### src/hdl/mjpeg_frame_splitter_assert.svh
// Assertion macros for the frame splitter RTL; msplit_fifo uses them.
// Each macro expects clk_i and rst_ni in the scope where it is used.
`ifndef MJPEG_FRAME_SPLITTER_ASSERT_SVH
`define MJPEG_FRAME_SPLITTER_ASSERT_SVH

// Same-cycle implication.
`define MSPLIT_ASSERT_IMP(lbl, ante, cons) \
  lbl: assert property (@(posedge clk_i) disable iff (!rst_ni) (ante) |-> (cons)) \
    else $error("mjpeg_frame_splitter: same-cycle check failed");

// Next-cycle implication.
`define MSPLIT_ASSERT_NXT(lbl, ante, cons) \
  lbl: assert property (@(posedge clk_i) disable iff (!rst_ni) (ante) |=> (cons)) \
    else $error("mjpeg_frame_splitter: next-cycle check failed");

`endif

### src/hdl/msplit_pkg.sv
// Types and constants for the MJPEG frame splitter.
// No dependencies; compiled before every other file.
package msplit_pkg;

  localparam int unsigned FRAME_LEN_W = 20;

  localparam logic [7:0] BYTE_FF  = 8'hFF;
  localparam logic [7:0] BYTE_00  = 8'h00;
  localparam logic [7:0] MRK_TEM  = 8'h01;
  localparam logic [7:0] MRK_SOI  = 8'hD8;
  localparam logic [7:0] MRK_EOI  = 8'hD9;
  localparam logic [7:0] MRK_SOS  = 8'hDA;
  localparam logic [7:0] MRK_RST0 = 8'hD0;
  localparam logic [7:0] MRK_RST7 = 8'hD7;

  localparam logic [FRAME_LEN_W-1:0] MAX_LEN_RST = FRAME_LEN_W'(512 * 1024);
  // byte count right after an SOI pair has been forwarded
  localparam logic [FRAME_LEN_W-1:0] OPEN_LEN    = FRAME_LEN_W'(2);
  localparam logic [15:0]            SEG_HDR_LEN = 16'd2;

  // result slots of one queue entry, in output order
  localparam int unsigned SLOT_LEAD  = 0;
  localparam int unsigned SLOT_SOI_FF = 1;
  localparam int unsigned SLOT_SOI_D8 = 2;
  localparam int unsigned SLOT_DATA  = 3;
  localparam int unsigned SLOT_TAIL  = 4;
  localparam int unsigned NUM_SLOTS  = 5;

  typedef enum logic [2:0] {
    PH_HUNT,
    PH_HUNT_FF,
    PH_BODY,
    PH_BODY_FF,
    PH_LEN_HI,
    PH_LEN_LO,
    PH_SKIP
  } phase_e;

  // job for the back end: up to four results caused by one byte
  typedef struct packed {
    logic                   lead_abort;
    logic                   open_pair;
    logic                   data_en;
    logic                   data_end;
    logic [7:0]             data_byte;
    logic [FRAME_LEN_W-1:0] data_len;
    logic                   tail_abort;
  } entry_t;

endpackage

### src/hdl/msplit_if.sv
// Valid/ready channel interfaces for the frame splitter byte input and result output.
// Depends on msplit_pkg for the frame length width.
interface msplit_in_if;
  logic       valid;
  logic       ready;
  logic [7:0] in_byte;
  logic       end_of_stream;

  modport source (output valid, output in_byte, output end_of_stream, input ready);
  modport sink   (input valid, input in_byte, input end_of_stream, output ready);
endinterface


### src/hdl/msplit_front.sv
// Front end: accepts stream bytes, runs the JPEG marker parser and the
// candidate byte counter, and queues the results each byte causes. Uses msplit_pkg.
module msplit_front import msplit_pkg::*; #(
  parameter int unsigned LEN_BITS = 20
) (
  input  logic                   clk_i,
  input  logic                   rst_ni,
  input  logic                   cfg_we_i,
  input  logic [FRAME_LEN_W-1:0] cfg_wdata_i,
  msplit_in_if.sink              in_ch,
  input  logic                   full_i,
  output logic                   push_o,
  output entry_t                 entry_o
);

  localparam int unsigned CMP_W = (LEN_BITS > FRAME_LEN_W) ? LEN_BITS : FRAME_LEN_W;

  logic [FRAME_LEN_W-1:0] max_len_q;
  phase_e                 phase_q, phase_d;
  logic [15:0]            seg_left_q, seg_left_d;
  logic [7:0]             len_hi_q, len_hi_d;
  logic                   after_sos_q, after_sos_d;
  logic [LEN_BITS-1:0]    cnt_q, cnt_d;

  logic                   accept;
  logic [7:0]             b;
  logic [LEN_BITS-1:0]    cnt_inc;
  logic [LEN_BITS+FRAME_LEN_W-1:0] len_wide;
  logic                   size_hit;
  logic                   open_hit;
  logic [15:0]            seg;
  logic [15:0]            seg_dec;
  logic                   standalone;
  entry_t                 e;

  assign in_ch.ready = !full_i;
  assign accept      = in_ch.valid && !full_i;
  assign b           = in_ch.in_byte;

  // saturating count, then the oversize check on the new count
  assign cnt_inc  = (&cnt_q) ? cnt_q : LEN_BITS'(cnt_q + 1'b1);
  assign len_wide = (LEN_BITS + FRAME_LEN_W)'(cnt_inc);
  assign size_hit = (CMP_W'(cnt_inc) >= CMP_W'(max_len_q)) || (&cnt_inc);
  assign open_hit = (max_len_q <= OPEN_LEN);
  assign seg      = {len_hi_q, b};
  assign seg_dec  = (seg_left_q != '0) ? 16'(seg_left_q - 1'b1) : seg_left_q;
  assign standalone = (b == BYTE_00) || (b == MRK_TEM) ||
                      ((b >= MRK_RST0) && (b <= MRK_RST7));

  always_comb begin
    phase_d     = phase_q;
    seg_left_d  = seg_left_q;
    len_hi_d    = len_hi_q;
    after_sos_d = after_sos_q;
    cnt_d       = cnt_q;
    e           = '0;

    unique case (phase_q)
      PH_HUNT: begin
        if (b == BYTE_FF) phase_d = PH_HUNT_FF;
      end
      PH_HUNT_FF: begin
        if (b == MRK_SOI) begin
          e.open_pair = 1'b1;
        end else if (b != BYTE_FF) begin
          phase_d = PH_HUNT;
        end
      end
      default: begin
        if (phase_q == PH_BODY_FF && b == MRK_SOI) begin
          e.lead_abort = 1'b1;
          e.open_pair  = 1'b1;
        end else if (phase_q == PH_BODY_FF && b == MRK_EOI && !after_sos_q) begin
          e.lead_abort = 1'b1;
          phase_d      = PH_HUNT;
        end else if (phase_q == PH_BODY_FF && b == MRK_EOI) begin
          e.data_en   = 1'b1;
          e.data_end  = 1'b1;
          e.data_byte = b;
          e.data_len  = len_wide[FRAME_LEN_W-1:0];
          phase_d     = PH_HUNT;
        end else begin
          e.data_en   = 1'b1;
          e.data_byte = b;
          cnt_d       = cnt_inc;
          unique case (phase_q)
            PH_BODY: begin
              if (b == BYTE_FF) phase_d = PH_BODY_FF;
            end
            PH_BODY_FF: begin
              if (b == BYTE_FF) begin
                phase_d = PH_BODY_FF;
              end else if (after_sos_q || standalone) begin
                phase_d = PH_BODY;
              end else begin
                if (b == MRK_SOS) after_sos_d = 1'b1;
                phase_d = PH_LEN_HI;
              end
            end
            PH_LEN_HI: begin
              len_hi_d = b;
              phase_d  = PH_LEN_LO;
            end
            PH_LEN_LO: begin
              if (seg < SEG_HDR_LEN) begin
                after_sos_d = 1'b0;
                phase_d     = PH_BODY;
              end else if (seg == SEG_HDR_LEN) begin
                phase_d = PH_BODY;
              end else begin
                seg_left_d = 16'(seg - SEG_HDR_LEN);
                phase_d    = PH_SKIP;
              end
            end
            PH_SKIP: begin
              seg_left_d = seg_dec;
              if (seg_dec == '0) phase_d = PH_BODY;
            end
            default: begin
              phase_d = PH_HUNT;
            end
          endcase
          if (size_hit) begin
            e.tail_abort = 1'b1;
            phase_d      = PH_HUNT;
          end
        end
      end
    endcase

    // a fresh candidate holds FF D8; it may already reach the limit
    if (e.open_pair) begin
      seg_left_d  = '0;
      len_hi_d    = '0;
      after_sos_d = 1'b0;
      cnt_d       = LEN_BITS'(OPEN_LEN);
      phase_d     = PH_BODY;
      if (open_hit) begin
        e.tail_abort = 1'b1;
        phase_d      = PH_HUNT;
      end
    end

    if (in_ch.end_of_stream && phase_d != PH_HUNT && phase_d != PH_HUNT_FF) begin
      e.tail_abort = 1'b1;
    end
    if (in_ch.end_of_stream || phase_d == PH_HUNT) begin
      if (in_ch.end_of_stream) phase_d = PH_HUNT;
      seg_left_d  = '0;
      len_hi_d    = '0;
      after_sos_d = 1'b0;
      cnt_d       = '0;
    end
  end

  assign entry_o = e;
  assign push_o  = accept && (e.lead_abort || e.open_pair || e.data_en || e.tail_abort);

  always_ff @(posedge clk_i or negedge rst_ni) begin
    if (!rst_ni) begin
      max_len_q   <= MAX_LEN_RST;
      phase_q     <= PH_HUNT;
      seg_left_q  <= '0;
      len_hi_q    <= '0;
      after_sos_q <= 1'b0;
      cnt_q       <= '0;
    end else begin
      if (cfg_we_i) max_len_q <= cfg_wdata_i;
      if (accept) begin
        phase_q     <= phase_d;
        seg_left_q  <= seg_left_d;
        len_hi_q    <= len_hi_d;
        after_sos_q <= after_sos_d;
        cnt_q       <= cnt_d;
      end
    end
  end

endmodule

### src/flat_wrapper.sv
// flat-port wrapper written by rule: the top's interface ports become plain ports
module msplit_front_flat import msplit_pkg::*;
#(
  parameter int unsigned LEN_BITS = 20
)
  (clk_i, rst_ni, cfg_we_i, cfg_wdata_i, full_i, push_o, entry_o, in_ch_valid, in_ch_in_byte, in_ch_end_of_stream, in_ch_ready);
  msplit_in_if in_ch_i ();
  input  logic clk_i;
  input  logic rst_ni;
  input  logic cfg_we_i;
  input  logic [FRAME_LEN_W-1:0] cfg_wdata_i;
  input  logic full_i;
  output logic push_o;
  output entry_t entry_o;
  input wire logic [$bits(in_ch_i.valid)-1:0] in_ch_valid;
  input wire logic [$bits(in_ch_i.in_byte)-1:0] in_ch_in_byte;
  input wire logic [$bits(in_ch_i.end_of_stream)-1:0] in_ch_end_of_stream;
  output wire logic [$bits(in_ch_i.ready)-1:0] in_ch_ready;
  assign in_ch_i.valid = in_ch_valid;
  assign in_ch_i.in_byte = in_ch_in_byte;
  assign in_ch_i.end_of_stream = in_ch_end_of_stream;
  assign in_ch_ready = in_ch_i.ready;
  msplit_front #(.LEN_BITS(LEN_BITS)) u_core (.clk_i(clk_i), .rst_ni(rst_ni), .cfg_we_i(cfg_we_i), .cfg_wdata_i(cfg_wdata_i), .in_ch(in_ch_i), .full_i(full_i), .push_o(push_o), .entry_o(entry_o));
endmodule
### config.mk
export PLATFORM = sky130hd
export DESIGN_NAME = msplit_front_flat
export DESIGN_NICKNAME = d
export VERILOG_FILES = /design/src/hdl/mjpeg_frame_splitter_assert.svh /design/src/hdl/msplit_pkg.sv /design/src/hdl/msplit_if.sv /design/src/hdl/msplit_front.sv /design/src/flat_wrapper.sv
export SDC_FILE = /design/constraint.sdc
export NUM_CORES = 1
export LEC_CHECK = 0
export BUFFER_PORTS_ARGS = -buffer_cell sky130_fd_sc_hd__buf_2
export CAP_MARGIN = 15
export CORE_ASPECT_RATIO = 0.9
export CORE_UTILIZATION = 43
export DETAILED_ROUTE_END_ITERATION = 16
export GPL_ROUTABILITY_DRIVEN = 0
export HOLD_SLACK_MARGIN = 0.05
export PLACE_DENSITY = 0.64
export SKIP_CTS_REPAIR_TIMING = 1
export SLEW_MARGIN = 20
export SYNTH_ARGS = -nofsm -noshare
export SYNTH_HDL_FRONTEND = slang
export SYNTH_SLANG_ARGS = --single-unit
### constraint.sdc
create_clock -name clk_i -period 4.5 [get_ports clk_i]
set_input_delay 0.9 -clock clk_i [delete_from_list [all_inputs] [get_ports clk_i]]
set_output_delay 0.9 -clock clk_i [all_outputs]
set_load 0.01 [all_outputs]
After elaboration in Yosys (flattened, before gate mapping)
Cells that the tools add are included.
{"block": "word_totals", "ff_bits": 68, "latch_bits": 0, "ram_bits": 0, "mem_bits_ro": 0, "output_inout_bits": 35, "word_cells": 142, "memories": 0}
{"block": "classes", "addsub": 3, "multipliers": 0, "n_div": 0, "magnitude_cmp": 5, "eq_ne": 24, "n_shift": 0, "muxes": 70, "bitwise_logic": 0, "reduce_logical": 34}
{"operator": "$mux 20", "n": 8}
{"operator": "$mux 16", "n": 9}
{"operator": "$mux 31", "n": 3}
{"operator": "$mux 8", "n": 7}
{"operator": "$mux 3", "n": 16}
{"operator": "$reduce_and 20->1", "n": 2}
{"operator": "$eq 8x8->1 const B", "n": 4}
{"operator": "$pmux 16 s2", "n": 1}
{"operator": "$mux 1", "n": 21}
{"operator": "$add 20x1->20 const B", "n": 1}
{"operator": "$ge 20x20->1", "n": 1}
{"operator": "$le 20x2->1 const B", "n": 1}
{"operator": "$ne 4x3->1 const B", "n": 5}
{"operator": "$eq 16x2->1 const B", "n": 1}
{"operator": "$logic_not 16->1", "n": 1}
{"operator": "$lt 16x2->1 const B", "n": 1}
{"operator": "$reduce_bool 16->1", "n": 1}
{"operator": "$sub 16x1->16 const B", "n": 1}
{"operator": "$sub 16x2->16 const B", "n": 1}
{"operator": "$pmux 3 s5", "n": 1}
{"operator": "$reduce_and 10->1", "n": 1}
{"operator": "$eq 3x3->1 const B", "n": 3}
{"operator": "$ne 3x2->1 const B", "n": 3}
{"operator": "$eq 8x1->1 const B", "n": 1}
{"operator": "other kinds (21)", "n": 42}

Logic depth before layout (Yosys ltp)
{"block": "depth", "ltp_word": 19, "mapped_depth": 21, "depth_no_buf": 18}

Worst setup path before layout
Ideal clock, no wire load.
{"block": "synth_path", "path_type": "flip-flop to output port", "from": "register u_core.cnt_q[17]", "to": "output port entry_o[0] (netlist bit)", "arrival_time_ps": 3266, "t_required_ps": 3600, "slack_ps": 334, "stages_incl_launch_ff": 18, "path_buffers": 1, "path_cell_list": "dfrtp_1 > buf_6 > nand3_1 > or4_4 > o21ai_0 > nor2_1 > nand3_1 > xor2_1 > inv_1 > ha_1 > a21oi_1 > o21ai_0 > a221oi_1 > o21a_1 > o21ai_0 > nor3_1 > o21ai_0 > nand2_1"}
{"element": "from (decl)", "line": "msplit_front.sv:23", "source": "logic [LEN_BITS-1:0] cnt_q, cnt_d;"}
{"element": "from (signal assigned)", "line": "msplit_front.sv:174", "source": "cnt_q <= cnt_d;"}
{"element": "to (decl)", "line": "flat_wrapper.sv:14", "source": "output entry_t entry_o;"}

==> impl_results.md <==
- Status: finished, violations left
- Violated checks: negative setup slack
- Worst Path Arrival: 3600 ps
- Worst hold path type: register to register
- Core Region: 12,000 um^2
- IO buf count: between 60 and 70
- Clk_skew: 9.45 ps
- CTS buffer count: 9
- Max-Cap Viols: 0
- Detail-routed via count per cell: between 6 and 7
- Type of origin of the critical path: register
- Vias in the first global route: 5,092
- Synth Instances: 671
- Syn_nets: 729
- Yosys cell types: 79
- CTS tree: built
- Fill count: 1,148
- FFs w/ async S/R, synth: 100%
- Sequential share of the synthesized area: roughly a third
- WL final: 16.8 mm
- Leakage: about 3 nW
- Grt ovf: 0
- Clock buffer depth: 2
- Final worst path period share: 100%
- PD cells: 220 nW/um^2
- Req. time, crit path: 3600 ps
- CTS Sinks: 68
- Top-Level Pins: 69
- Cell total after placement: about 900
- Initial antenna violation count: 0
- Largest net degree at the start of global routing: 40
- CP max FO: 6
- Die Y: 107 um
- Post-synth EDFFs: 0
- Finished Layout Cells: about 930
- Global router's overall resource usage: 26.2%
- DIE WIDTH: 119 um
- Final setup fails: 1
- Nets: 821
- Max-slew violation count: 0
- Vias: 5,573
- Dpl ws: -106 ps
- Routed WL per cell: approximately 18 um
- Die Area: 12,800 um^2
- Area Growth Syn to Fin: 22.0%
- Final hold slack: 552 ps
- Ratio of cells with drive above 1 in the final layout: 24.7%
- Site Rows: 38
- Post-layout power: 0.00142 W
- Commonest cells after routing, fill and taps aside: 90 x nand2_1, 68 x buf_2, 63 x dfrtp_1
- Fin. Hold Viols: 0
- Clk slew on worst S/H paths: 60 ps
- Most common cell after layout, fill and taps aside: nand2_1
- Initial core utilization: between 40% and 50%
- Syn avg cell area: 7.88 um^2
- Post-detail-place hpwl: 12.2 mm
- Post-DRT Antenna Nets: 0
- Drt first pass iters: 6
- Netlist Area Pre-Place: 5290 um^2
- N_diodes: 0
- Root Buffer: clkbuf_16
- Relative slew slack: 24.8%
- Fmax: 222 MHz
- Critical Path End Type: output pin
- Final Critical Period: 4500 ps
- Clock H-tree levels: 3
- 1st-iter DRT viols: ~720
- Final setup margin: -0.0693 ps
- First-pass GRT wire length: roughly 26 mm
- RSZ-0062 raised after global routing: true
- Max VDD drop: roughly 150 uV
- Slew of the pin with the lowest slew margin: 1120 ps
- Clock latency on the worst-skew pair: 350 ps
- Ys Warns: 0
- Synth Register Bits: 68
- Most used DFF post-synth: dfrtp_1
- DRC Markers: 0
- Critical path class: register to output pin
path summary, 6_finish.rpt:
path | from | end | cells after the start | slack, ps
max | u_core.cnt_q[13] | entry_o[0] | 15 | -0.07
max reg2reg | u_core.cnt_q[13] | u_core.cnt_q[15] | 16 | 250
min in group asynchronous | rst_ni | u_core.seg_left_q[0] | 1 | 620
min reg2reg | u_core.seg_left_q[11] | u_core.seg_left_q[11] | 2 | 550
min | u_core.seg_left_q[11] | u_core.seg_left_q[11] | 2 | 550
max in group asynchronous | rst_ni | u_core.cnt_q[3] | 2 | 2890
critical path, cell delays in order, from the launching register on:
cell	delay, ps
dfrtp_1	420
inv_2	120
or4_4	600
o21ai_4	200
nor3_2	70
xor2_1	290
ha_1	320
a21oi_2	140
o21ai_2	80
o211ai_1	260
o21a_1	190
o21ai_2	100
nor3_2	140
o21ai_1	90
nand2_1	90
buf_2	130
registers in the layout (all words and copies together) (netlist names):
signal              flops
u_core.after_sos_q      1
u_core.cnt_q           20
u_core.len_hi_q         8
u_core.max_len_q       20
u_core.phase_q          3
u_core.seg_left_q      16
logic make-up after synthesis:
logic type | count (synthesis) | synth area share (%)
and+or+nand+nor | 283 | 26.4
DFF | 68 | 32.2
adders and majority gates | 25 | 5.87
AOI/OAI and AO/OA | 180 | 23.0
muxes | 8 | 1.58
buffers and inverters | 84 | 7.07
xor gates and xnor gates | 23 | 3.81
cells in the mapped netlist, types with 8 or more instances:
library cell,n,area [um^2]
nand2_1,91,342
dfrtp_1,67,1680
nor2_1,59,221
o21ai_0,59,295
inv_1,49,184
a21oi_1,27,135
nor3_1,27,135
nand3_1,25,125
ha_1,24,300
clkbuf_1,22,82.6
nor4_1,13,81.3
xor2_1,13,114
nand4_1,12,75.1
xnor2_1,10,87.6
and2_1,9,56.3
a22o_1,8,70.1
a31oi_1,8,50.1
or3_1,8,50.1
power breakdown:
part	internal (W)	leakage, nW	switching [W]
combinational	0.0000425	1.98	0.0000852
clock	0.000371	0.124	0.000284
sequential	0.000629	0.905	0.00000854
metal layers:
layer  global-route usage, %  share of wire, %
met1                    36.6                45
met2                    39.6                45
met3                    4.84               7.6
met4                    11.4               3.1
met5                       0                 0
cell type report:
| class | count | area, um^2 | area share [%] |
|---|---|---|---|
| Timing Repair Buffer | 116 | 713 | 11.0 |
| Clock buffer | 10 | 229 | 3.55 |
| Multi-Input combinational cell | 519 | 3380 | 52.4 |
| Clock inverter | 6 | 41.3 | 0.640 |
| Tap cell | 160 | 200 | 3.10 |
| Inverter | 49 | 184 | 2.85 |
| Sequential cell | 68 | 1710 | 26.5 |
stage by stage:
step | instance area, um^2 | setup TNS (ps) | util [%]
floorplan | 5290 | 0 | -
global placement | 5940 | -25.0 | 49.4
detailed placement | 5940 | -1350 | 49.4
CTS | 6210 | -2060 | 51.6
global route | 6450 | -165 | 53.7
finish | 6450 | -0.0693 | 53.7
No activity file was read; power rests on OpenSTA's default activity.
