--- src/hdl/mjpeg_frame_splitter_assert.svh ---
// Assertion macros for the frame splitter RTL; msplit_fifo uses them.
// Each macro expects clk_i and rst_ni in the scope where it is used.
`ifndef MJPEG_FRAME_SPLITTER_ASSERT_SVH
`define MJPEG_FRAME_SPLITTER_ASSERT_SVH

// Same-cycle implication.
`define MSPLIT_ASSERT_IMP(lbl, ante, cons) \
  lbl: assert property (@(posedge clk_i) disable iff (!rst_ni) (ante) |-> (cons)) \
    else $error("mjpeg_frame_splitter: same-cycle check failed");

// Next-cycle implication.
`define MSPLIT_ASSERT_NXT(lbl, ante, cons) \
  lbl: assert property (@(posedge clk_i) disable iff (!rst_ni) (ante) |=> (cons)) \
    else $error("mjpeg_frame_splitter: next-cycle check failed");

`endif

--- src/hdl/msplit_pkg.sv ---
// Types and constants for the MJPEG frame splitter.
// No dependencies; compiled before every other file.
package msplit_pkg;

  localparam int unsigned FRAME_LEN_W = 20;

  localparam logic [7:0] BYTE_FF  = 8'hFF;
  localparam logic [7:0] BYTE_00  = 8'h00;
  localparam logic [7:0] MRK_TEM  = 8'h01;
  localparam logic [7:0] MRK_SOI  = 8'hD8;
  localparam logic [7:0] MRK_EOI  = 8'hD9;
  localparam logic [7:0] MRK_SOS  = 8'hDA;
  localparam logic [7:0] MRK_RST0 = 8'hD0;
  localparam logic [7:0] MRK_RST7 = 8'hD7;

  localparam logic [FRAME_LEN_W-1:0] MAX_LEN_RST = FRAME_LEN_W'(512 * 1024);
  // byte count right after an SOI pair has been forwarded
  localparam logic [FRAME_LEN_W-1:0] OPEN_LEN    = FRAME_LEN_W'(2);
  localparam logic [15:0]            SEG_HDR_LEN = 16'd2;

  // result slots of one queue entry, in output order
  localparam int unsigned SLOT_LEAD  = 0;
  localparam int unsigned SLOT_SOI_FF = 1;
  localparam int unsigned SLOT_SOI_D8 = 2;
  localparam int unsigned SLOT_DATA  = 3;
  localparam int unsigned SLOT_TAIL  = 4;
  localparam int unsigned NUM_SLOTS  = 5;

  typedef enum logic [2:0] {
    PH_HUNT,
    PH_HUNT_FF,
    PH_BODY,
    PH_BODY_FF,
    PH_LEN_HI,
    PH_LEN_LO,
    PH_SKIP
  } phase_e;

  // job for the back end: up to four results caused by one byte
  typedef struct packed {
    logic                   lead_abort;
    logic                   open_pair;
    logic                   data_en;
    logic                   data_end;
    logic [7:0]             data_byte;
    logic [FRAME_LEN_W-1:0] data_len;
    logic                   tail_abort;
  } entry_t;

endpackage

--- src/hdl/msplit_fifo.sv ---
// Small flip-flop queue of parsed entries between the front and back ends.
// Depends on msplit_pkg (entry_t) and the assertion header.
`include "mjpeg_frame_splitter_assert.svh"

module msplit_fifo import msplit_pkg::*; #(
  parameter int unsigned DEPTH = 4
) (
  input  logic   clk_i,
  input  logic   rst_ni,
  input  logic   push_i,
  input  entry_t wr_data_i,
  input  logic   pop_i,
  output entry_t rd_data_o,
  output logic   full_o,
  output logic   empty_o
);

  localparam int unsigned AW = (DEPTH > 1) ? $clog2(DEPTH) : 1;
  localparam int unsigned CW = $clog2(DEPTH + 1);
  localparam logic [AW-1:0] LAST_PTR = AW'(DEPTH - 1);
  localparam logic [CW-1:0] FULL_CNT = CW'(DEPTH);

  entry_t          mem_q [DEPTH];
  logic [AW-1:0]   wr_ptr_q, wr_ptr_d;
  logic [AW-1:0]   rd_ptr_q, rd_ptr_d;
  logic [CW-1:0]   count_q, count_d;

  assign full_o    = (count_q == FULL_CNT);
  assign empty_o   = (count_q == '0);
  assign rd_data_o = mem_q[rd_ptr_q];

  always_comb begin
    wr_ptr_d = wr_ptr_q;
    rd_ptr_d = rd_ptr_q;
    count_d  = count_q;
    if (push_i) begin
      wr_ptr_d = (wr_ptr_q == LAST_PTR) ? '0 : AW'(wr_ptr_q + 1'b1);
    end
    if (pop_i) begin
      rd_ptr_d = (rd_ptr_q == LAST_PTR) ? '0 : AW'(rd_ptr_q + 1'b1);
    end
    if (push_i && !pop_i) begin
      count_d = CW'(count_q + 1'b1);
    end else if (!push_i && pop_i) begin
      count_d = CW'(count_q - 1'b1);
    end
  end

  always_ff @(posedge clk_i or negedge rst_ni) begin
    if (!rst_ni) begin
      wr_ptr_q <= '0;
      rd_ptr_q <= '0;
      count_q  <= '0;
    end else begin
      wr_ptr_q <= wr_ptr_d;
      rd_ptr_q <= rd_ptr_d;
      count_q  <= count_d;
    end
  end

  always_ff @(posedge clk_i) begin
    if (push_i) begin
      mem_q[wr_ptr_q] <= wr_data_i;
    end
  end

  `MSPLIT_ASSERT_IMP(a_no_overflow, push_i, !full_o)
  `MSPLIT_ASSERT_IMP(a_no_underflow, pop_i, !empty_o)
  `MSPLIT_ASSERT_NXT(a_push_lands, push_i && !pop_i, !empty_o)

endmodule

--- config.mk ---
export PLATFORM = sky130hd
export DESIGN_NAME = msplit_fifo
export DESIGN_NICKNAME = d
export VERILOG_FILES = /design/src/hdl/msplit_pkg.sv /design/src/hdl/msplit_fifo.sv
export VERILOG_INCLUDE_DIRS = /design/src /design/src/hdl
export SDC_FILE = /design/constraint.sdc
export NUM_CORES = 1
export LEC_CHECK = 0
export ABC_AREA = 1
export BUFFER_PORTS_ARGS = -buffer_cell sky130_fd_sc_hd__buf_2
export CAP_MARGIN = 20
export CORE_UTILIZATION = 57
export DETAILED_ROUTE_END_ITERATION = 12
export GPL_ROUTABILITY_DRIVEN = 0
export PLACE_DENSITY = 0.9
export SYNTH_ARGS = -nofsm -noshare
export SYNTH_HDL_FRONTEND = slang
export SYNTH_SLANG_ARGS = --single-unit
export TNS_END_PERCENT = 30
--- constraint.sdc ---
create_clock -name clk_i -period 2.2 [get_ports clk_i]
set_input_delay 0.44 -clock clk_i [delete_from_list [all_inputs] [get_ports clk_i]]
set_output_delay 0.44 -clock clk_i [all_outputs]
set_load 0.005 [all_outputs]
# [Yosys cells after proc, flatten, opt, wreduce, memory -nomap -nowiden]
# Memories as Yosys holds them, arrays and structs flattened.
# Index checks and enable logic that the tools add are counted.
[totals] register_bits=7 mem_bits_rw=132 in_bits=37 wordCells=23 n_memories=1
[op_classes] addsub=4 eq_ne=3 mux=6 reduce_logical=6
[memory_table] memory="mem_q" words=4 width=33 rd=1 rd_ports_with_merged_regs=0 write_ports=1 line_no="msplit_fifo.sv:23" rtl="entry_t mem_q [DEPTH];"
[ops] cell="$mux W3" n=2
[ops] cell="$add A2 B1 Y2 const B" n=2
[ops] cell="$eq A2 B2 Y1 const B" n=2
[ops] cell="$mux W2" n=2
[ops] cell="$add A3 B1 Y3 const B" n=1
[ops] cell="$eq A3 B3 Y1 const B" n=1
[ops] cell="$logic_not A3 Y1" n=1
[ops] cell="$sub A3 B1 Y3 const B" n=1
[ops] cell="$logic_and A1 B1 Y1" n=2
[ops] cell="$logic_not A1 Y1" n=2
[ops] cell="$mux W1" n=2
[ops] cell="$reduce_bool A2 Y1" n=1

# [Logic depth before layout (Yosys ltp)]
# Gate-level depths: netlist of the first run.
[depth] word_depth=4 depth_mapped=9 mapped_depth_nobuf=9

# [Least setup slack after synthesis of the first run]
# Ideal clock, no wire load.
[synth_path] kind="reg-to-reg" startpoint="register wr_ptr_q[0]" endpoint="memory mem_q[0][0] in the netlist's numbering (enable)" t_arrival_ns=1.313 required_ns=1.812 setup_slack_ns=0.499 path_stages_with_launch=5 path_buffers=0 synth_period_minus_slack_ns=1.701 path_cell_list="dfrtp_1 -> inv_1 -> ha_1 -> nand2_1 -> inv_1"
[synth_rtl] item="start: declaration" line_no="msplit_fifo.sv:24" rtl="logic [AW-1:0] wr_ptr_q, wr_ptr_d;"
[synth_rtl] item="start signal: assignment" line_no="msplit_fifo.sv:55" rtl="wr_ptr_q <= wr_ptr_d;"
[synth_rtl] item="end: declaration" line_no="msplit_fifo.sv:23"
# Straight into the memory's write port.

==> results of run 1 <==
==> worst paths after layout <==
kind	start	endpoint	cells after the start
worst min-delay path	wr_data_i[9]	mem_q[0][9]$_DFFE_PP_	1
worst max register to register	wr_ptr_q[0]$_DFFE_PN0P_	mem_q[0][24]$_DFFE_PP_	5
min in group asynchronous	rst_ni	count_q[2]$_DFFE_PN0P_	2
worst min register to register	count_q[2]$_DFFE_PN0P_	count_q[2]$_DFFE_PN0P_	2
worst max-delay path	rd_ptr_q[0]$_DFFE_PN0P_	rd_data_o[17]	6
max in group asynchronous	rst_ni	rd_ptr_q[0]$_DFFE_PN0P_	2
==> layer usage <==
layer	wire length, µm	vias to the layer above	part of all wire	global-route usage
li1	-	1701	-	-
met1	4330	1663	0.39	0.258
met2	5930	133	0.53	0.388
met3	790	22	0.070	0.0690
met4	168	0	0.015	0.0881
met5	0	-	0	0
==> worst max-delay path: stages, from the launching register on <==
cell,delay [ns]
sky130_fd_sc_hd__dfrtp_2,0.48
sky130_fd_sc_hd__inv_4,0.14
sky130_fd_sc_hd__clkbuf_16,0.19
sky130_fd_sc_hd__nand2_1,0.07
sky130_fd_sc_hd__o211ai_1,0.09
sky130_fd_sc_hd__nand2_1,0.10
sky130_fd_sc_hd__buf_2,0.13
==> power by group through the flow <==
stage	logic, µW	clock network (µW)	registers [µW]
after global placement	2340	0	3580
after global routing	3160	2880	3620
after CTS	2570	2770	3550
after detailed placement	2440	0	3610
after floorplan	1580	0	3570
final	2860	2730	3580
==> layout make-up <==
cell class	instances	area (µm²)	area share
Clock inverter	13	151	0.0217
Tap cell	133	166	0.0238
Timing Repair inverter	1	6.26	0.000896
Clock buffer	18	418	0.0599
Inverter	79	307	0.0439
Timing Repair Buffer	93	709	0.102
Multi-Input combinational cell	198	1080	0.155
Sequential cell	139	4140	0.593
==> synth_stat cells (2+ instances only) <==
cell type and number:
sky130_fd_sc_hd__buf_2 12, sky130_fd_sc_hd__buf_6 7, sky130_fd_sc_hd__dfrtp_1 7, sky130_fd_sc_hd__edfxtp_1 132, sky130_fd_sc_hd__ha_1 6, sky130_fd_sc_hd__inv_1 77
sky130_fd_sc_hd__inv_2 2, sky130_fd_sc_hd__nand2_1 115, sky130_fd_sc_hd__nor3_1 2, sky130_fd_sc_hd__o211ai_1 66, sky130_fd_sc_hd__o21ai_0 2, sky130_fd_sc_hd__o21ai_1 2
==> registers in the layout, summed over array words and instances, names as in the netlist <==
register and count:
mem_q 132, count_q 3, rd_ptr_q 2, wr_ptr_q 2
==> timing repair <==
action | 4_1_cts | 5_1_grt
pin swaps | 0 | 5
gates cloned | 1 | 7
buffers inserted | 1 | 0
endpoints found under the setup margin | 9 | 29
gates resized for setup | 1 | 14
endpoints found under the hold margin | 7 | 0
hold buffers | 1 | 0
==> stage by stage <==
stage | setup slack (ns) | hold slack, ns
final | 0.0376 | 0.132
after global routing | -0.0399 | 0.111
after CTS | -0.00805 | 0.107
after detailed placement | 0.531 | 0.280
after global placement | 0.595 | 0.278
after floorplan | 0.499 | 0.144
==> cells by family after synthesis <==
kind of cell,count (synthesis),synth area share
AO/OA/AOI/OAI,70,0.0911
XOR/XNOR,1,0.00155
adder cells (fa/ha/maj),7,0.0168
buffers and inverters,100,0.0789
flip-flops,139,0.731
AND/OR/NAND/NOR,120,0.0807
==> out/qor.log, run 1 <==
qor: run_status.outcome completed
qor: timing.min_period_over_period 0.983
qor: die.io_pins 72
qor: timing.final-hold-violation-count 0
qor: synthesis.netlist_area 5660 µm²
qor: clocking.ctsRootBufferMaster sky130_fd_sc_hd__clkbuf_8
qor: power_and_ir_drop.p_switching 2840 µW
qor: job.max_cap_violations 0
qor: worst_setup_path.cp_max_fo 18
qor: synthesis.dominantRegCellSynth sky130_fd_sc_hd__edfxtp_1
qor: worst_setup_path.cp.arrival 1.72 ns
qor: power_and_ir_drop.vdd_ir_drop_max 0.680 mV
qor: power_and_ir_drop.cell_internal_power 6330 µW
qor: place.dpl-instance-area 6170 µm²
qor: cells_and_area.final_common_cell sky130_fd_sc_hd__edfxtp_1
qor: power_and_ir_drop.power_frac_seq 0.390
qor: routing.final_antenna_net_count 0
qor: timing.grt_setup_unrepaired true
qor: die.chipHeight 102 µm
qor: cells_and_area.post_layout_nonfiller_instances 674
qor: synthesis.synthArstFlopShare 0.0504
qor: power_and_ir_drop.power 9170 µW
qor: grt.grt_overflow_total 0
qor: die.core_area 9680 µm²
qor: clocking.cts.sinks 139
qor: routing.remaining_drcs 0
qor: power_and_ir_drop.power_frac_clock 0.298
qor: worst_setup_path.worst-endpoint-required 1.76 ns
qor: clocking.htree_levels 4
qor: timing.achievable-frequency 462 MHz
qor: synthesis.netlist_instances 437
qor: cells_and_area.layout-area-overhead-vs-synth 23.3%
qor: cells_and_area.final_nets 573
qor: synthesis.post_synth.cell_area_avg 13.0 µm²
qor: synthesis.synth_top_cell_by_area sky130_fd_sc_hd__edfxtp_1
qor: die.die_w 102 µm
qor: timing.fin_crit 2.16 ns
qor: cells_and_area.final_cell_mix sky130_fd_sc_hd__edfxtp_1 (132), sky130_fd_sc_hd__nand2_1 (112), sky130_fd_sc_hd__inv_1 (73)
qor: cells_and_area.finish.utilization 0.721
qor: routing.detailedRoute.firstIterationViolations 193
qor: power_and_ir_drop.p_per_area 1310 nW/µm²
qor: worst_setup_path.timing.critical_path.to_type output port
qor: routing.number_of_iterations_in_the_first_detailed_routing_pass 4
qor: synthesis.fraction_of_synthesized_cell_area_taken_by_the_top_area_cell_type 0.700
qor: place.placedCellCount 633
qor: routing.routedWlPerCell 16.6 µm
qor: clocking.tritoncts.num_buffers 17
qor: routing.detailroute.via_count 3,519
qor: worst_setup_path.startpoint_type_of_the_worst_setup_path flip-flop
qor: routing.post_drt_via_cell_ratio 5.22
qor: clocking.insertion_delay 0.52 ns
qor: power_and_ir_drop.switching_part_of_the_total 0.310
qor: die.fp-row-count 36
qor: clocking.cts_tree yes
qor: cells_and_area.stdcell_area 6980 µm²
qor: worst_setup_path.timing.reg2reg.setup_slack 0.77 ns
qor: grt.first_global_vias 3,512
qor: timing.maximum_clock_skew_at_final_layout 0.00670 ns
qor: worst_setup_path.critPathKind flip-flop to output port
qor: clocking.path_clk_slew 0.06 ns
qor: synthesis.synth.net_count 481
qor: timing.number_of_endpoints_failing_setup_at_the_final_stage 0
qor: timing.slew_viol_final 0
qor: cells_and_area.filler_cell_count_in_the_final_layout 604
qor: synthesis.synthesis.yosys.warnings 0
qor: die.initial_core_util 0.585
qor: synthesis.number_of_flops_mapped_to_enable_cells_by_yosys 132
qor: grt.grt_first_pass_wirelength 16,600 µm
qor: min_path.hold_path_class primary input to flip-flop
qor: grt.grt_antenna_before_repair 0
qor: grt.grt_max_degree 37
qor: die.fp.dieArea 10,300 µm²
qor: clocking.cts_max_path_buffers 2
qor: synthesis.ys_seq_area_frac 0.731
qor: place.portBuffers 71
qor: synthesis.count_of_distinct_cell_types_in_the_synthesized_netlist 19
qor: synthesis.synth-seq-cells 139
qor: synthesis.yosys-top-cells-area sky130_fd_sc_hd__edfxtp_1 (70%), sky130_fd_sc_hd__o211ai_1 (8.8%), sky130_fd_sc_hd__nand2_1 (7.6%)
qor: power_and_ir_drop.share_comb_of_total_power 0.312
qor: cells_and_area.diodes 0
qor: place.hpwlAfterDp 6160 µm
qor: grt.grt_use_total 0.223
qor: timing.worst-slew-pin-transition 0.321 ns
qor: timing.slew_headroom 0.786
qor: power_and_ir_drop.p_leak 0.00292 µW
qor: timing.final.setup.tns 0 ns
qor: cells_and_area.drive_above_1_share 0.235
qor: routing.finalWirelength 11,200 µm
Power figures use the tool's default switching activity.
==> inputs of run 2 (changes only) <==
--- a/config.mk
+++ b/config.mk
@@ -9,6 +9,7 @@
 export ABC_AREA = 1
 export BUFFER_PORTS_ARGS = -buffer_cell sky130_fd_sc_hd__buf_2
 export CAP_MARGIN = 20
+export CORE_ASPECT_RATIO = 0.7
 export CORE_UTILIZATION = 57
 export DETAILED_ROUTE_END_ITERATION = 12
 export GPL_ROUTABILITY_DRIVEN = 0
==> run 2 against run 1 <==
Critical path depth is the same. Worst hold slack gained 0.10 ns. Fmax grew 2.7%. Die area is essentially flat. First-iteration DRC count grew 23%. Register-to-register slack lost 0.03 ns. Sequential cell count is the same. Sequential share of layout area grew 1.7 points. Largest cell class unchanged. Largest power group unchanged. Highest routed layer unchanged.
==> out/qor.log, run 2 (same netlist as run 1, synthesis figures left out) <==
qor: timing.number_of_endpoints_failing_setup_at_the_final_stage 0 [unchanged]
qor: power_and_ir_drop.vdd_ir_drop_max 0.790 mV [+16%]
qor: clocking.insertion_delay 0.41 ns [-0.11 ns]
qor: grt.grt_antenna_before_repair 0 [unchanged]
qor: cells_and_area.final_cell_mix sky130_fd_sc_hd__edfxtp_1 (132), sky130_fd_sc_hd__nand2_1 (115), sky130_fd_sc_hd__inv_1 (77)
qor: timing.min_period_over_period 0.957 [-0.0258]
qor: worst_setup_path.rr_worst_depth 5 [unchanged]
qor: cells_and_area.number_of_flip_flops_in_the_largest_register 132 [unchanged]
qor: cells_and_area.final_nets 565 [-1.4%]
qor: die.io_pins 72 [unchanged]
qor: die.fp-row-count 30 [-17%]
qor: min_path.hold_path_class primary input to flip-flop
qor: power_and_ir_drop.p_switching 2790 µW [-1.8%]
qor: clocking.post-cts-setup-buffer-count 0 [-1]
qor: worst_setup_path.cp.arrival 1.67 ns [-0.05 ns]
qor: grt.grt_overflow_total 0 [unchanged]
qor: worst_setup_path.startpoint_type_of_the_worst_setup_path flip-flop
qor: clocking.cts_tree yes
qor: timing.maximum_clock_skew_at_final_layout 0.00922 ns [+0.00252 ns]
qor: power_and_ir_drop.switching_part_of_the_total 0.315 [+0.00537]
qor: place.placedCellCount 626 [-1.1%]
qor: clocking.cts.sinks 139 [unchanged]
qor: cells_and_area.diodes 0 [unchanged]
qor: routing.number_of_iterations_in_the_first_detailed_routing_pass 5 [+1]
qor: place.dpl-instance-area 6140 µm² [-0.57%]
qor: timing.achievable-frequency 475 MHz [+2.7%]
qor: routing.detailroute.via_count 3,551 [+0.91%]
qor: timing.fin_crit 2.11 ns [-0.0567 ns]
qor: clocking.tritoncts.num_buffers 17 [unchanged]
qor: timing.slew_headroom 0.708 [-0.0778]
qor: die.core_area 9680 µm² [unchanged]
qor: routing.routedWlPerCell 17.1 µm [+2.5%]
qor: clocking.path_clk_slew 0.06 ns [about the same]
qor: worst_setup_path.timing.reg2reg.setup_slack 0.74 ns [-0.03 ns]
qor: die.chipHeight 85.4 µm [-16%]
qor: die.fp.dieArea 10,300 µm² [about the same]
qor: routing.post_drt_via_cell_ratio 5.36 [+2.7%]
qor: worst_setup_path.cp_max_fo 33 [+15]
qor: cells_and_area.seqCellArea 4140 µm² [about the same]
qor: cells_and_area.post_layout_nonfiller_instances 662 [-1.8%]
qor: power_and_ir_drop.p_leak 0.00286 µW [-2.1%]
qor: worst_setup_path.timing.critical_path.to_type output port
qor: place.portBuffers 71 [unchanged]
qor: routing.wirelength_met1 4520 µm [+4.5%]
qor: routing.met2RoutedLength 5800 µm [-2.2%]
qor: grt.grt_use_total 0.230 [+0.00641]
qor: min_path.hold_worst_path_end mem_q[3][9]$_DFFE_PP_
qor: routing.finalWirelength 11,300 µm [+0.72%]
qor: grt.grt_first_pass_wirelength 17,100 µm [+3.0%]
qor: clocking.htree_levels 4 [unchanged]
qor: worst_setup_path.startpoint_of_the_lowest_slack_register_to_register_path wr_ptr_q[0]$_DFFE_PN0P_
qor: timing.final-hold-violation-count 0 [unchanged]
qor: clocking.cts_max_path_buffers 2 [unchanged]
qor: routing.topRoutingLayerUsed met4
qor: power_and_ir_drop.cell_internal_power 6060 µW [-4.2%]
qor: cells_and_area.multi_input_area 1080 µm² [-0.69%]
qor: run_status.outcome completed
qor: power_and_ir_drop.share_comb_of_total_power 0.297 [-0.015]
qor: die.die_w 121 µm [+19%]
qor: min_path.whs_path_depth 1 [unchanged]
qor: worst_setup_path.worst-endpoint-required 1.76 ns [about the same]
qor: cells_and_area.filler_cell_count_in_the_final_layout 647 [+7.1%]
qor: routing.final_antenna_net_count 0 [unchanged]
qor: power_and_ir_drop.power_frac_clock 0.301 [+0.003]
qor: routing.detailedRoute.firstIterationViolations 237 [+23%]
qor: job.max_cap_violations 0 [unchanged]
qor: die.initial_core_util 0.585 [unchanged]
qor: grt.first_global_vias 3,546 [+0.97%]
qor: grt.grt_max_degree 68 [+84%]
qor: timing.final.setup.tns 0 ns [unchanged]
qor: worst_setup_path.critPathKind flip-flop to output port
qor: worst_setup_path.rr_endpoint mem_q[0][27]$_DFFE_PP_
qor: power_and_ir_drop.p_per_area 1300 nW/µm² [-0.71%]
qor: cells_and_area.stdcell_area 6790 µm² [-2.7%]
qor: power_and_ir_drop.power_frac_seq 0.402 [+0.012]
qor: timing.worst-slew-pin-transition 0.438 ns [+0.117 ns]
qor: min_path.worstHoldStart wr_data_i[9]
qor: cells_and_area.largest_register mem_q
qor: routing.wl_met3 814 µm [+3.0%]
qor: routing.remaining_drcs 0 [unchanged]
qor: timing.grt_setup_unrepaired false
qor: cells_and_area.drive_above_1_share 0.215 [-0.0194]
qor: timing.slew_viol_final 0 [unchanged]
qor: place.hpwlAfterDp 6160 µm [about the same]
qor: cells_and_area.final_common_cell sky130_fd_sc_hd__edfxtp_1
qor: clocking.ctsRootBufferMaster sky130_fd_sc_hd__clkbuf_16
qor: cells_and_area.layout-area-overhead-vs-synth 19.9%
qor: cells_and_area.reg_top3 mem_q x132, count_q x3
-- run 2: power groups by stage --
stage	Combinational [µW]	Clock [µW]	Sequential [µW]
2_1_floorplan	1580	0	3570
3_3_place_gp	2290	0	3570
3_5_place_dp	2410	0	3600
4_1_cts	2540	2700	3550
5_1_grt	2900	2800	3590
6_report	2630	2670	3560
-- run 2: stage by stage --
step	utilization	setup slack, ns	hold slack, ns	power, µW
floorplan	-	0.499	0.144	5150
global placement	0.634	0.496	0.287	5860
detailed placement	0.634	0.408	0.287	6010
CTS	0.696	0.0573	0.224	8790
global route	0.701	0.0215	0.229	9300
finish	0.701	0.0944	0.235	8850
-- run 2: repair_timing --
item / 4_1_cts / 5_1_grt
setup endpoints to repair: 19 / 9
gates cloned: 1 / 2
hold buffers: 1 / 0
resized for setup: 2 / 1
endpoints found under the hold margin: 7 / 0
-- run 2: metal layers --
layer | vias up | global-route usage
met2 | 169 | 0.390
li1 | 1683 | -
met1 | 1681 | 0.274
met4 | 0 | 0.105
met5 | - | 0
met3 | 18 | 0.0652
-- run 2: worst max-delay path: stages, from the launching register on --
cell and delay [ns]:
sky130_fd_sc_hd__dfrtp_1 0.43, sky130_fd_sc_hd__inv_4 0.17, sky130_fd_sc_hd__clkbuf_16 0.25, sky130_fd_sc_hd__nand2_1 0.08, sky130_fd_sc_hd__o211ai_1 0.08, sky130_fd_sc_hd__nand2_1 0.09
sky130_fd_sc_hd__buf_2 0.13
-- run 2: area by class of cell --
cell class / count / share of cell area
multi-input cells: 198 / 0.158
well taps: 128 / 0.0236
clock buffers: 18 / 0.0632
inverters: 79 / 0.0440
flip-flops and latches: 139 / 0.610
clock inverters: 14 / 0.0190
repair buffers: 86 / 0.0822
-- run 2: how the worst max path moves through the flow --
stage	cells past startpoint	to	start	slack [ns]
floorplan	4	mem_q[0][0]$_DFFE_PP_	wr_ptr_q[0]$_DFFE_PN0P_	0.50
global placement	6	rd_data_o[12]	rd_ptr_q[0]$_DFFE_PN0P_	0.50
detailed placement	6	rd_data_o[14]	rd_ptr_q[0]$_DFFE_PN0P_	0.41
CTS	6	rd_data_o[6]	rd_ptr_q[0]$_DFFE_PN0P_	0.06
global route	6	rd_data_o[16]	rd_ptr_q[0]$_DFFE_PN0P_	0.02
finish	6	rd_data_o[13]	rd_ptr_q[0]$_DFFE_PN0P_	0.09
